==> config.mk <==
export PLATFORM = sky130hd
export DESIGN_NAME = timed_event_queue_flat
export DESIGN_NICKNAME = d
export VERILOG_FILES = /design/src/design/teq_pkg.sv /design/src/design/teq_if.sv /design/src/design/timed_event_queue.sv /design/src/flat_wrapper.sv
export SDC_FILE = /design/constraint.sdc
export NUM_CORES = 2
export LEC_CHECK = 0
export BUFFER_PORTS_ARGS = -buffer_cell sky130_fd_sc_hd__buf_2
export CAP_MARGIN = 20
export CORE_MARGIN = 2
export CORE_UTILIZATION = 53
export CTS_CLUSTER_SIZE = 40
export DETAILED_ROUTE_END_ITERATION = 8
export PLACE_DENSITY = 0.69
export SYNTH_ARGS = -nofsm -noshare
export SYNTH_HDL_FRONTEND = slang
export SYNTH_SLANG_ARGS = --single-unit
==> constraint.sdc <==
create_clock -name clk -period 6.8 [get_ports clk]
set_input_delay 1.02 -clock clk [delete_from_list [all_inputs] [get_ports clk]]
set_output_delay 1.02 -clock clk [all_outputs]
set_load 0.005 [all_outputs]
==> src/design/teq_pkg.sv <==
`timescale 1ns / 1ps
`default_nettype none
// ---------------------------------------------------------------------------
// teq_pkg
// Shared constants and command codes for the timed event queue.
// ---------------------------------------------------------------------------
package teq_pkg;

  localparam int unsigned DefQueueDepth = 32;
  localparam int unsigned DefTimeBits   = 48;
  localparam int unsigned DefTagBits    = 16;
  localparam int unsigned OccBits       = 6;

  localparam logic [1:0] CMD_ADD_ABS  = 2'd0;
  localparam logic [1:0] CMD_ADD_REL  = 2'd1;
  localparam logic [1:0] CMD_TICK     = 2'd2;
  localparam logic [1:0] CMD_KILL_ALL = 2'd3;

endpackage : teq_pkg
`default_nettype wire

==> src/design/teq_if.sv <==
`timescale 1ns / 1ps
`default_nettype none
// ---------------------------------------------------------------------------
// teq_cmd_if / teq_res_if
// Valid/ready channels for command beats and result beats.
// ---------------------------------------------------------------------------
interface teq_cmd_if #(
  parameter int unsigned TIME_BITS = 48,
  parameter int unsigned TAG_BITS  = 16
);
  logic                 valid;
  logic                 ready;
  logic [1:0]           command;
  logic [TIME_BITS-1:0] time_value;
  logic [TAG_BITS-1:0]  event_tag;
  logic [31:0]          tick_amount;

  modport source (output valid, command, time_value, event_tag, tick_amount,
                  input ready);
  modport sink   (input valid, command, time_value, event_tag, tick_amount,
                  output ready);
endinterface : teq_cmd_if

interface teq_res_if #(
  parameter int unsigned TIME_BITS = 48,
  parameter int unsigned TAG_BITS  = 16
);
  logic                 valid;
  logic                 ready;
  logic [TAG_BITS-1:0]  fired_tag;
  logic                 fired_valid;
  logic                 last_of_run;
  logic                 status;
  logic [TIME_BITS-1:0] time_now;
  logic [5:0]           occupancy;

  modport source (output valid, fired_tag, fired_valid, last_of_run, status,
                  time_now, occupancy, input ready);
  modport sink   (input valid, fired_tag, fired_valid, last_of_run, status,
                  time_now, occupancy, output ready);
endinterface : teq_res_if
`default_nettype wire

==> src/design/timed_event_queue.sv <==
`timescale 1ns / 1ps
`default_nettype none
// ---------------------------------------------------------------------------
// timed_event_queue
// Deadline-ordered event table with a saturating time counter.
// ---------------------------------------------------------------------------
// Events live in a circular buffer held in one synchronous memory, sorted by
// deadline from the head. An add walks from the tail towards the head,
// shifting later entries up by one (read then write back), and offers its
// result beat once the new event is placed. A full add, a kill-all and a
// tick with kill pending offer their beat in the cycle after the accept. A
// tick reads the head and compares it with the clock; with nothing due it
// offers one beat. A tick that fires offers each fired beat after the next
// head is read to decide the last flag, and a further beat only after the
// previous one is taken. One item is worked on at a time: a new command is
// taken only in idle with no beat waiting, so the cycle after the last beat
// is taken at the earliest.
module timed_event_queue
  import teq_pkg::*;
#(
  parameter int unsigned QUEUE_DEPTH = DefQueueDepth,
  parameter int unsigned TIME_BITS   = DefTimeBits,
  parameter int unsigned TAG_BITS    = DefTagBits
) (
  input  wire logic clk,
  input  wire logic rst,
  teq_cmd_if.sink   cmd,
  teq_res_if.source res
);

  localparam int unsigned AW = (QUEUE_DEPTH > 1) ? $clog2(QUEUE_DEPTH) : 1;
  localparam int unsigned CW = $clog2(QUEUE_DEPTH + 1);
  localparam logic [CW-1:0] DEPTH_C = CW'(QUEUE_DEPTH);
  localparam logic [TIME_BITS-1:0] TMAX = '1;

  localparam logic [2:0] S_IDLE  = 3'd0;
  localparam logic [2:0] S_INSRD = 3'd1;  // read entry below insert point, or place at head
  localparam logic [2:0] S_INSCK = 3'd2;  // compare and shift or place
  localparam logic [2:0] S_TKRD  = 3'd3;  // read head
  localparam logic [2:0] S_TKCK  = 3'd4;  // compare head with clock
  localparam logic [2:0] S_TKNX  = 3'd5;  // look at next head, send beat
  localparam logic [2:0] S_OUT   = 3'd6;  // wait for fired beat taken

  typedef struct packed {
    logic [TIME_BITS-1:0] deadline;
    logic [TAG_BITS-1:0]  tag;
  } entry_t;

  entry_t mem [QUEUE_DEPTH];
  entry_t rd_data;
  logic   wr_en;
  logic [AW-1:0] wr_addr, rd_addr;
  entry_t wr_data;

  always_ff @(posedge clk) begin
    if (wr_en) begin
      mem[wr_addr] <= wr_data;
    end
    rd_data <= mem[rd_addr];
  end

  logic [2:0]           state, state_next;
  logic [AW-1:0]        head, head_next;
  logic [CW-1:0]        count, count_next;
  logic [TIME_BITS-1:0] clock_count, clock_next;
  logic                 kill_pending, kill_next;
  entry_t               new_ent, new_ent_next;
  logic [CW-1:0]        pos, pos_next;     // offset from head of the hole

  logic                 r_valid, r_valid_next;
  logic [TAG_BITS-1:0]  r_tag, r_tag_next;
  logic                 r_fv, r_fv_next, r_last, r_last_next, r_st, r_st_next;
  logic [CW-1:0]        r_occ, r_occ_next;

  logic [TIME_BITS:0]   rel_sum;
  logic [TIME_BITS:0]   tick_sum;
  logic                 head_due;

  function automatic logic [AW-1:0] wrap(input logic [AW-1:0] base,
                                         input logic [CW-1:0] off);
    logic [AW+CW:0] s;
    s = (AW+CW+1)'(base) + (AW+CW+1)'(off);
    if (s >= (AW+CW+1)'(QUEUE_DEPTH)) begin
      s = s - (AW+CW+1)'(QUEUE_DEPTH);
    end
    return AW'(s);
  endfunction

  assign rel_sum  = {1'b0, clock_count} + {1'b0, cmd.time_value};
  assign tick_sum = {1'b0, clock_count} + (TIME_BITS+1)'(cmd.tick_amount);

  // entry at the head (as last read) is pending and has expired
  assign head_due = (count != '0) && (rd_data.deadline <= clock_count);

  assign cmd.ready = (state == S_IDLE) && !r_valid;

  always_comb begin
    state_next     = state;
    head_next      = head;
    count_next     = count;
    clock_next     = clock_count;
    kill_next      = kill_pending;
    new_ent_next   = new_ent;
    pos_next       = pos;
    r_valid_next   = r_valid;
    r_tag_next     = r_tag;
    r_fv_next      = r_fv;
    r_last_next    = r_last;
    r_st_next      = r_st;
    r_occ_next     = r_occ;
    wr_en          = 1'b0;
    wr_addr        = '0;
    wr_data        = new_ent;
    rd_addr        = '0;

    if (r_valid && res.ready) begin
      r_valid_next = 1'b0;
    end

    case (state)
      S_IDLE: begin
        if (cmd.valid && cmd.ready) begin
          r_tag_next  = '0;
          r_fv_next   = 1'b0;
          r_last_next = 1'b1;
          r_st_next   = 1'b0;
          r_occ_next  = count;
          case (cmd.command)
            CMD_ADD_ABS, CMD_ADD_REL: begin
              new_ent_next.tag = cmd.event_tag;
              if (cmd.command == CMD_ADD_ABS) begin
                new_ent_next.deadline = cmd.time_value;
              end else begin
                new_ent_next.deadline = rel_sum[TIME_BITS] ? TMAX
                                        : rel_sum[TIME_BITS-1:0];
              end
              if (count == DEPTH_C) begin
                r_st_next    = 1'b1;
                r_valid_next = 1'b1;
              end else begin
                pos_next   = count;
                state_next = S_INSRD;
              end
            end
            CMD_KILL_ALL: begin
              kill_next    = 1'b1;
              r_valid_next = 1'b1;
            end
            default: begin
              clock_next = tick_sum[TIME_BITS] ? TMAX : tick_sum[TIME_BITS-1:0];
              if (kill_pending) begin
                kill_next    = 1'b0;
                count_next   = '0;
                r_occ_next   = '0;
                r_valid_next = 1'b1;
              end else begin
                state_next = S_TKRD;
              end
            end
          endcase
        end
      end
      S_INSRD: begin
        if (pos == '0) begin
          wr_en      = 1'b1;
          wr_addr    = head;
          count_next = count + 1'b1;
          r_occ_next = count + 1'b1;
          r_valid_next = 1'b1;
          state_next = S_IDLE;
        end else begin
          rd_addr    = wrap(head, pos - 1'b1);
          state_next = S_INSCK;
        end
      end
      S_INSCK: begin
        wr_en = 1'b1;
        wr_addr = wrap(head, pos);
        if (rd_data.deadline > new_ent.deadline) begin
          wr_data    = rd_data;
          pos_next   = pos - 1'b1;
          state_next = S_INSRD;
        end else begin
          count_next   = count + 1'b1;
          r_occ_next   = count + 1'b1;
          r_valid_next = 1'b1;
          state_next   = S_IDLE;
        end
      end
      S_TKRD: begin
        rd_addr    = head;
        state_next = S_TKCK;
      end
      S_TKCK: begin
        // only reached with no beat waiting; from S_OUT the head is known due
        if (head_due) begin
          r_tag_next = rd_data.tag;
          r_fv_next  = 1'b1;
          r_occ_next = count - 1'b1;
          head_next  = wrap(head, CW'(1));
          count_next = count - 1'b1;
          rd_addr    = wrap(head, CW'(1));
          state_next = S_TKNX;
        end else begin
          r_fv_next    = 1'b0;
          r_last_next  = 1'b1;
          r_occ_next   = count;
          r_valid_next = 1'b1;
          state_next   = S_IDLE;
        end
      end
      S_TKNX: begin
        // rd_data now holds the new head; keep reading it while the beat waits
        rd_addr      = head;
        r_last_next  = !head_due;
        r_valid_next = 1'b1;
        state_next   = head_due ? S_OUT : S_IDLE;
      end
      S_OUT: begin
        rd_addr = head;
        if (!r_valid_next) begin
          state_next = S_TKCK;
        end
      end
      default: state_next = S_IDLE;
    endcase
  end

  always_ff @(posedge clk) begin
    if (rst) begin
      state        <= S_IDLE;
      head         <= '0;
      count        <= '0;
      clock_count  <= '0;
      kill_pending <= 1'b0;
      r_valid      <= 1'b0;
    end else begin
      state        <= state_next;
      head         <= head_next;
      count        <= count_next;
      clock_count  <= clock_next;
      kill_pending <= kill_next;
      r_valid      <= r_valid_next;
    end
  end

  always_ff @(posedge clk) begin
    new_ent <= new_ent_next;
    pos     <= pos_next;
    r_tag   <= r_tag_next;
    r_fv    <= r_fv_next;
    r_last  <= r_last_next;
    r_st    <= r_st_next;
    r_occ   <= r_occ_next;
  end

  assign res.valid       = r_valid;
  assign res.fired_tag   = r_tag;
  assign res.fired_valid = r_fv;
  assign res.last_of_run = r_last;
  assign res.status      = r_st;
  assign res.time_now    = clock_count;
  assign res.occupancy   = 6'(r_occ);

`ifndef SYNTHESIS
  a_count_bound: assert property (@(posedge clk) disable iff (rst)
    count <= DEPTH_C) else $error("entry count above depth");
  a_no_accept_busy: assert property (@(posedge clk) disable iff (rst)
    (cmd.valid && cmd.ready) |-> (state == S_IDLE && !r_valid))
    else $error("command taken while busy");
  a_full_no_grow: assert property (@(posedge clk) disable iff (rst)
    (res.valid && res.status) |-> (count == DEPTH_C))
    else $error("full status with room left");
  a_clock_mono: assert property (@(posedge clk) disable iff (rst)
    !$past(rst) |-> clock_count >= $past(clock_count))
    else $error("time counter went backwards");
`endif

endmodule : timed_event_queue
`default_nettype wire

==> src/flat_wrapper.sv <==
// flat-port wrapper written by rule: the top's interface ports become plain ports
module timed_event_queue_flat import teq_pkg::*;
#(
  parameter int unsigned QUEUE_DEPTH = DefQueueDepth,
  parameter int unsigned TIME_BITS   = DefTimeBits,
  parameter int unsigned TAG_BITS    = DefTagBits
)
  (clk, rst, cmd_valid, cmd_command, cmd_time_value, cmd_event_tag, cmd_tick_amount, cmd_ready, res_valid, res_fired_tag, res_fired_valid, res_last_of_run, res_status, res_time_now, res_occupancy, res_ready);
  teq_cmd_if #(.TIME_BITS(TIME_BITS), .TAG_BITS(TAG_BITS)) cmd_i ();
  teq_res_if #(.TIME_BITS(TIME_BITS), .TAG_BITS(TAG_BITS)) res_i ();
  input  wire logic clk;
  input  wire logic rst;
  input wire logic [$bits(cmd_i.valid)-1:0] cmd_valid;
  input wire logic [$bits(cmd_i.command)-1:0] cmd_command;
  input wire logic [$bits(cmd_i.time_value)-1:0] cmd_time_value;
  input wire logic [$bits(cmd_i.event_tag)-1:0] cmd_event_tag;
  input wire logic [$bits(cmd_i.tick_amount)-1:0] cmd_tick_amount;
  output wire logic [$bits(cmd_i.ready)-1:0] cmd_ready;
  output wire logic [$bits(res_i.valid)-1:0] res_valid;
  output wire logic [$bits(res_i.fired_tag)-1:0] res_fired_tag;
  output wire logic [$bits(res_i.fired_valid)-1:0] res_fired_valid;
  output wire logic [$bits(res_i.last_of_run)-1:0] res_last_of_run;
  output wire logic [$bits(res_i.status)-1:0] res_status;
  output wire logic [$bits(res_i.time_now)-1:0] res_time_now;
  output wire logic [$bits(res_i.occupancy)-1:0] res_occupancy;
  input wire logic [$bits(res_i.ready)-1:0] res_ready;
  assign cmd_i.valid = cmd_valid;
  assign cmd_i.command = cmd_command;
  assign cmd_i.time_value = cmd_time_value;
  assign cmd_i.event_tag = cmd_event_tag;
  assign cmd_i.tick_amount = cmd_tick_amount;
  assign cmd_ready = cmd_i.ready;
  assign res_valid = res_i.valid;
  assign res_fired_tag = res_i.fired_tag;
  assign res_fired_valid = res_i.fired_valid;
  assign res_last_of_run = res_i.last_of_run;
  assign res_status = res_i.status;
  assign res_time_now = res_i.time_now;
  assign res_occupancy = res_i.occupancy;
  assign res_i.ready = res_ready;
  timed_event_queue #(.QUEUE_DEPTH(QUEUE_DEPTH), .TIME_BITS(TIME_BITS), .TAG_BITS(TAG_BITS)) u_core (.clk(clk), .rst(rst), .cmd(cmd_i), .res(res_i));
endmodule
-- Yosys cells after proc, flatten, opt, wreduce, memory -nomap -nowiden
Memories as Yosys holds them, arrays and structs flattened. A register that Yosys moved wholly into a read port is not among the register bits.
Cells that the tools add are included.
W data, S select, Z words.
- register bits: 159
- memory bits (writable): 2048
- input port bits: 102
- output and inout port bits: 75
- logic and storage cells: 141
- memories: 1
- memories (name ; depth ; bits a word ; rd ports ; clocked after memory_dff ; wr ports ; RTL line ; source):
    u_core.mem ; 32 ; 64 ; 1 ; 1 ; 1 ; timed_event_queue.sv:49 ; entry_t mem [QUEUE_DEPTH];
- $add $sub $neg: 11
- order comparisons: 5
- equal/unequal tests: 21
- multiplexer cells: 59
- bitwise operators: 2
- reductions and logical operators: 28
- operators by type and width (operator ; count):
    $mux W48 ; 3
    $mux W64 ; 2
    $mux W6 ; 10
    $add A48 B32 Y49 ; 1
    $add A48 B48 Y49 ; 1
    $gt A48 B48 Y1 ; 1
    $le A48 B48 Y1 ; 1
    $mux W16 ; 2
    $pmux W16 S2 ; 1
    $mux W5 ; 6
    $pmux W6 S4 ; 1
    $pmux W3 S7 ; 1
    $mux W3 ; 6
    $mux W1 ; 16
    $pmux W5 S3 ; 1
    $reduce_and A3 Y1 ; 5
    $sub A5 B1 Y5 const B ; 3
    $add A5 B6 Y7 ; 2
    $ge A7 B6 Y1 const B ; 2
    $ne A2 B2 Y1 const B ; 7
    $pmux W6 S2 ; 1
    $sub A6 B1 Y6 const B ; 2
    $pmux W5 S2 ; 1
    $reduce_and A5 Y1 ; 2
    30 further kinds ; 48

-- Depth between registers and ports, before layout
- depth after elaboration: 6
- gate-level depth with buffers: 17
- mapped depth without buffers: 15

-- Worst setup path before layout
No wires, ideal clock.
- kind: register -> register
- from: register u_core.head[0]
- to: memory u_core.mem[10][0] (netlist bit) (enable)
- library setup time: 0.486 ns
- data arrival time: 4.858 ns
- required time: 6.314 ns
- slack: 1.456 ns
- cell stages (with the launch flop): 13
- path buffers: 0
- period minus slack after synthesis: 5.344 ns
- cell sequence: dfxtp_1 -> ha_1 -> inv_1 -> fa_1 -> inv_1 -> a21o_1 -> a21oi_1 -> xor2_1 -> nor2b_1 -> o21ai_0 -> o31ai_1 -> or2_2 -> nor2_1
- longest elaborated chain between the ends: 4
- elaborated cells between the ends (all ways): 6
- those cells by class: add/sub (2); order compare (1); mux (3)
- RTL lines (item ; RTL line ; source):
    from (decl) ; timed_event_queue.sv:63 ; logic [AW-1:0] head, head_next;
    from (signal assigned) ; timed_event_queue.sv:239 ; head <= head_next;
    $add A5 B6 Y7 ; timed_event_queue.sv:82 ; s = (AW+CW+1)'(base) + (AW+CW+1)'(off);
    $ge A7 B6 Y1 or $sub A5 B1 Y5 (tied branches) ; timed_event_queue.sv:83, timed_event_queue.sv:84 ;
    $mux W5 ; timed_event_queue.sv:83 ; if (s >= (AW+CW+1)'(QUEUE_DEPTH)) begin
    $pmux W5 S2 (*) ; timed_event_queue.sv:120 ; case (state)
    to (decl) ; timed_event_queue.sv:49 ;
Mark *: on every way between the ends. The rest lies on a longest branch, timed or not.

-- Final worst setup path
- from: register u_core.clock_count[41], in the netlist u_core.res.time_now[41]
- to: register, netlist name u_core.rd_data[63]
- longest elaborated chain between the ends: 4
- RTL lines (item ; RTL line ; source):
    from (decl) ; timed_event_queue.sv:65 ; logic [TIME_BITS-1:0] clock_count, clock_next;
    from (signal assigned) ; timed_event_queue.sv:241 ; clock_count <= clock_next;
    $le A48 B48 Y1 ; timed_event_queue.sv:93 ; assign head_due = (count != '0) && (rd_data.deadline <= clock_count);
    $logic_and A1 B1 Y1 ; timed_event_queue.sv:93 ;
    $mux W5 ; timed_event_queue.sv:196 ; if (head_due) begin
    $pmux W5 S3 ; timed_event_queue.sv:120 ;
Every way passes these cells.
A chain may end at the register's enable or synchronous reset.

==> out/summary.json <==
{
  "grt": {
    "vias_in_the_first_global_route": 57770,
    "grt_antenna_before_repair": 10,
    "grt_use_total_pct": 29.20,
    "grt_max_degree": 133,
    "overflow": 0,
    "first_pass_grt_wire_length_mm": 393.7
  },
  "clock_network": {
    "tritoncts": "done",
    "cts_inserted_buffers": 218,
    "ctsResizeCount": 0,
    "cts_hold_buf": 0,
    "count_of_h_tree_levels_built_during_cts": 4,
    "cts.sinks": 2271,
    "cts_root_buf": "clkbuf_16",
    "clock_tree.buffer_depth": 3,
    "clkSlewWorstSetupHoldPaths_ns": 0.06,
    "clock_latency_ns": 0.88,
    "post-cts-setup-buffer-count": 0
  },
  "sta": {
    "timing.max_slew.rel_slack_pct": 20.22,
    "max_freq_ghz": 0.1726,
    "rsz0062_at_grt": "no",
    "worst_pin_slew_ns": 1.197,
    "min_period_ns": 5.794,
    "post-route-period-util_pct": 85.21,
    "hold-worst-slack_ns": 0.3226,
    "finClkSkew_ns": 0.03684,
    "timing.final.hold_violations": 0,
    "timing.final.max_slew_violations": 0,
    "tns_ns": 0,
    "final-setup-viol-count": 0,
    "fin_worst_setup_slack_ns": 1.006
  },
  "routing": {
    "routedWlPerCell_um": 28.87,
    "drt_pre_antenna_iters": 8,
    "drc_errors": 0,
    "drt_iter0_drc": 8896,
    "total_number_of_vias": 61030,
    "viasPerCell": 6.431,
    "antenna_left": 0,
    "detail_route.wirelength_mm": 274.0
  },
  "yosys": {
    "synth_top_flop_cell": "edfxtp_1",
    "synth_top_cell_by_area": "edfxtp_1",
    "ys_top_cells_by_area": "edfxtp_1 67%, nand2_1 4.0%, mux2i_1 3.4%, dfxtp_1 2.7%, ha_1 2.5%",
    "synth_area_um2": 95450,
    "postSynth.asyncResetShare_pct": 0,
    "synthDominantCellAreaShare_pct": 67.42,
    "yosysUniqueCellTypes": 79,
    "netlist_top_cells_count": "2143 x edfxtp_1, 1019 x nand2_1, 342 x a31oi_1",
    "yosysMostFrequentCell": "edfxtp_1",
    "synth_edf_count": 2143,
    "synth_area_per_inst_um2": 14.07,
    "postSynthRegisterBits": 2271,
    "postSynthNetCount": 7081,
    "sequential_fraction_of_the_synthesis_area_pct": 70.10,
    "post_synth_inst_count": 6786,
    "yosys_warnings": 0
  },
  "worst_setup_path": {
    "slowest_stage": "o211ai_1",
    "critPathRequiredTime_ns": 7.47,
    "worstPathMaxFanout": 64,
    "reg2reg_slack_ns": 1.01,
    "cp-start-kind": "register",
    "worstPathCellList": "inv_1 > ha_1 > nand4_2 > nor4_4 > a221oi_1 > a31oi_1 > o31ai_2 > buf_4 > a31oi_4 > buf_12 > nor2_4 > buf_12 > a221oi_1 > a31oi_1 > o211ai_1",
    "critPathCaptureType": "register",
    "cp.arrival_ns": 6.47,
    "crit_buf_inv": 4,
    "path_class": "reg -> reg",
    "critical_path.top_delay_family": "compound AO/OA/AOI/OAI gates",
    "crit_path_max_incr_delay_ns": 0.73
  },
  "power": {
    "power.density_cell_area_nw_per_um2": 373.8,
    "power.share.switching_pct": 32.25,
    "power.ir.vdd_worst_mv": 0.2882,
    "seq_power_share_pct": 43.7,
    "power_report.internal_total_mw": 27.07,
    "power_frac_comb_pct": 26.1,
    "totalPowerFinal_mw": 39.96,
    "clockPowerShare_pct": 30.2,
    "power.switching_mw": 12.89,
    "leakage_nw": 37.89
  },
  "placement": {
    "dp_worst_setup_slack_ns": 1.303,
    "numPortBuffers": 176,
    "place.gp.congestion": 0.8757,
    "place_hpwl_mm": 145.0
  },
  "floorplanning": {
    "core_area_um2": 178600,
    "dieArea_um2": 183500,
    "floorplan.initialDensity_pct": 53.44,
    "fp-row-count": 155,
    "floorplan.die.height_um": 428.4,
    "die_x_um": 428.4,
    "io_pins": 177
  },
  "layout": {
    "nets": 7241,
    "syn_to_final_growth_pct": 12.01,
    "drive_above_1_share_pct": 12.30,
    "finalCoreUtilization_pct": 59.86,
    "fillerInstances": 13310
  },
  "job": {
    "cap_viol_max_count": 0
  },
  "min_path": {
    "worstHoldPathType": "in -> reg"
  },
  "status": {
    "outcome": "completed"
  }
}
[routing by layer]
metal	share of wire [%]	up-vias	GRT usage (%)
li1	-	26430	-
met1	40	30630	40.93
met2	47	3458	46.17
met3	11	510	5.868
met4	3.0	0	9.202
met5	0	-	0
[placed cells by master (no fill, tap or decap), types with 164 or more instances in the layout]
cell type,instances
edfxtp_1,2143
nand2_1,1018
a31oi_1,340
mux2i_1,324
nor2_1,224
clkbuf_16,218
and2_1,213
o21ai_0,194
ha_1,189
buf_2,177
nand3_1,164
[cell type report]
type	instances	area [um2]	area share, %
Antenna cell	3	7.507	0.007022
Clock buffer	300	5973	5.587
Clock inverter	105	1119	1.046
Timing Repair Buffer	342	2999	2.805
Sequential cell	2271	66910	62.59
Inverter	137	514.2	0.4810
Tap cell	2355	2947	2.756
Multi-Input combinational cell	3976	26440	24.73
[registers in the layout (all words and copies together) (netlist names)]
| name | cells |
|---|---|
| u_core.mem | 2048 |
| u_core.new_ent | 64 |
| u_core.rd_data | 64 |
| u_core.res.time_now | 48 |
| u_core.res.fired_tag | 16 |
| u_core.count | 6 |
| u_core.pos | 6 |
| u_core.res.occupancy | 6 |
| u_core.head | 5 |
| u_core.state | 3 |
| u_core.kill_pending | 1 |
| u_core.res.fired_valid | 1 |
| u_core.res.last_of_run | 1 |
| u_core.res.status | 1 |
| u_core.res.valid | 1 |
[path summary, 6_finish.rpt]
check                             end                     from  cells past startpoint
setup / recovery   u_core.rd_data[63]  u_core.res.time_now[41]                     15
hold / removal      u_core.new_ent[6]         cmd_event_tag[6]                      1
setup reg to reg   u_core.rd_data[63]  u_core.res.time_now[41]                     15
hold reg to reg   u_core.kill_pending      u_core.kill_pending                      2
[through the flow]
stage,instances,cell area [um2]
floorplan,6786,95450
global placement,9074,99700
detailed placement,9078,99750
CTS,9483,106800
global route,9487,106900
finish,9489,106900
[worst register-to-register path, cell delays in order (launching register included)]
cell and delay, ns:
dfxtp_1 0.50, inv_1 0.09, ha_1 0.32, nand4_2 0.16, nor4_4 0.55, a221oi_1 0.18
a31oi_1 0.61, o31ai_2 0.12, buf_4 0.23, a31oi_4 0.46, buf_12 0.62, nor2_4 0.28
buf_12 0.26, a221oi_1 0.41, a31oi_1 0.09, o211ai_1 0.73
[kinds of logic (layout without fill, tap and decap cells)]
group                      after synthesis  in the layout  share of synthesized area, %
AOI/OAI and AO/OA                     1480           1480                         11.34
xor gates and xnor gates                83             83                        0.7616
adders and majority gates              193            193                         2.561
buffers and inverters                  539            884                         2.603
DFF                                   2271           2271                         70.10
muxes                                  390            390                         4.176
other                                    0              3                             0
and+or+nand+nor                       1830           1830                         8.451
[power by group through the flow]
stage          sequential [mW]  clock (mW)  combinational [mW]
5_1_grt                   17.5        12.7                11.2
3_5_place_dp              17.7           0                10.2
2_1_floorplan             17.3           0                6.99
6_report                  17.5        12.1                10.4
4_1_cts                   17.4        12.1                10.3
3_3_place_gp              17.7           0                9.99
(Power assumes the default switching activity.)
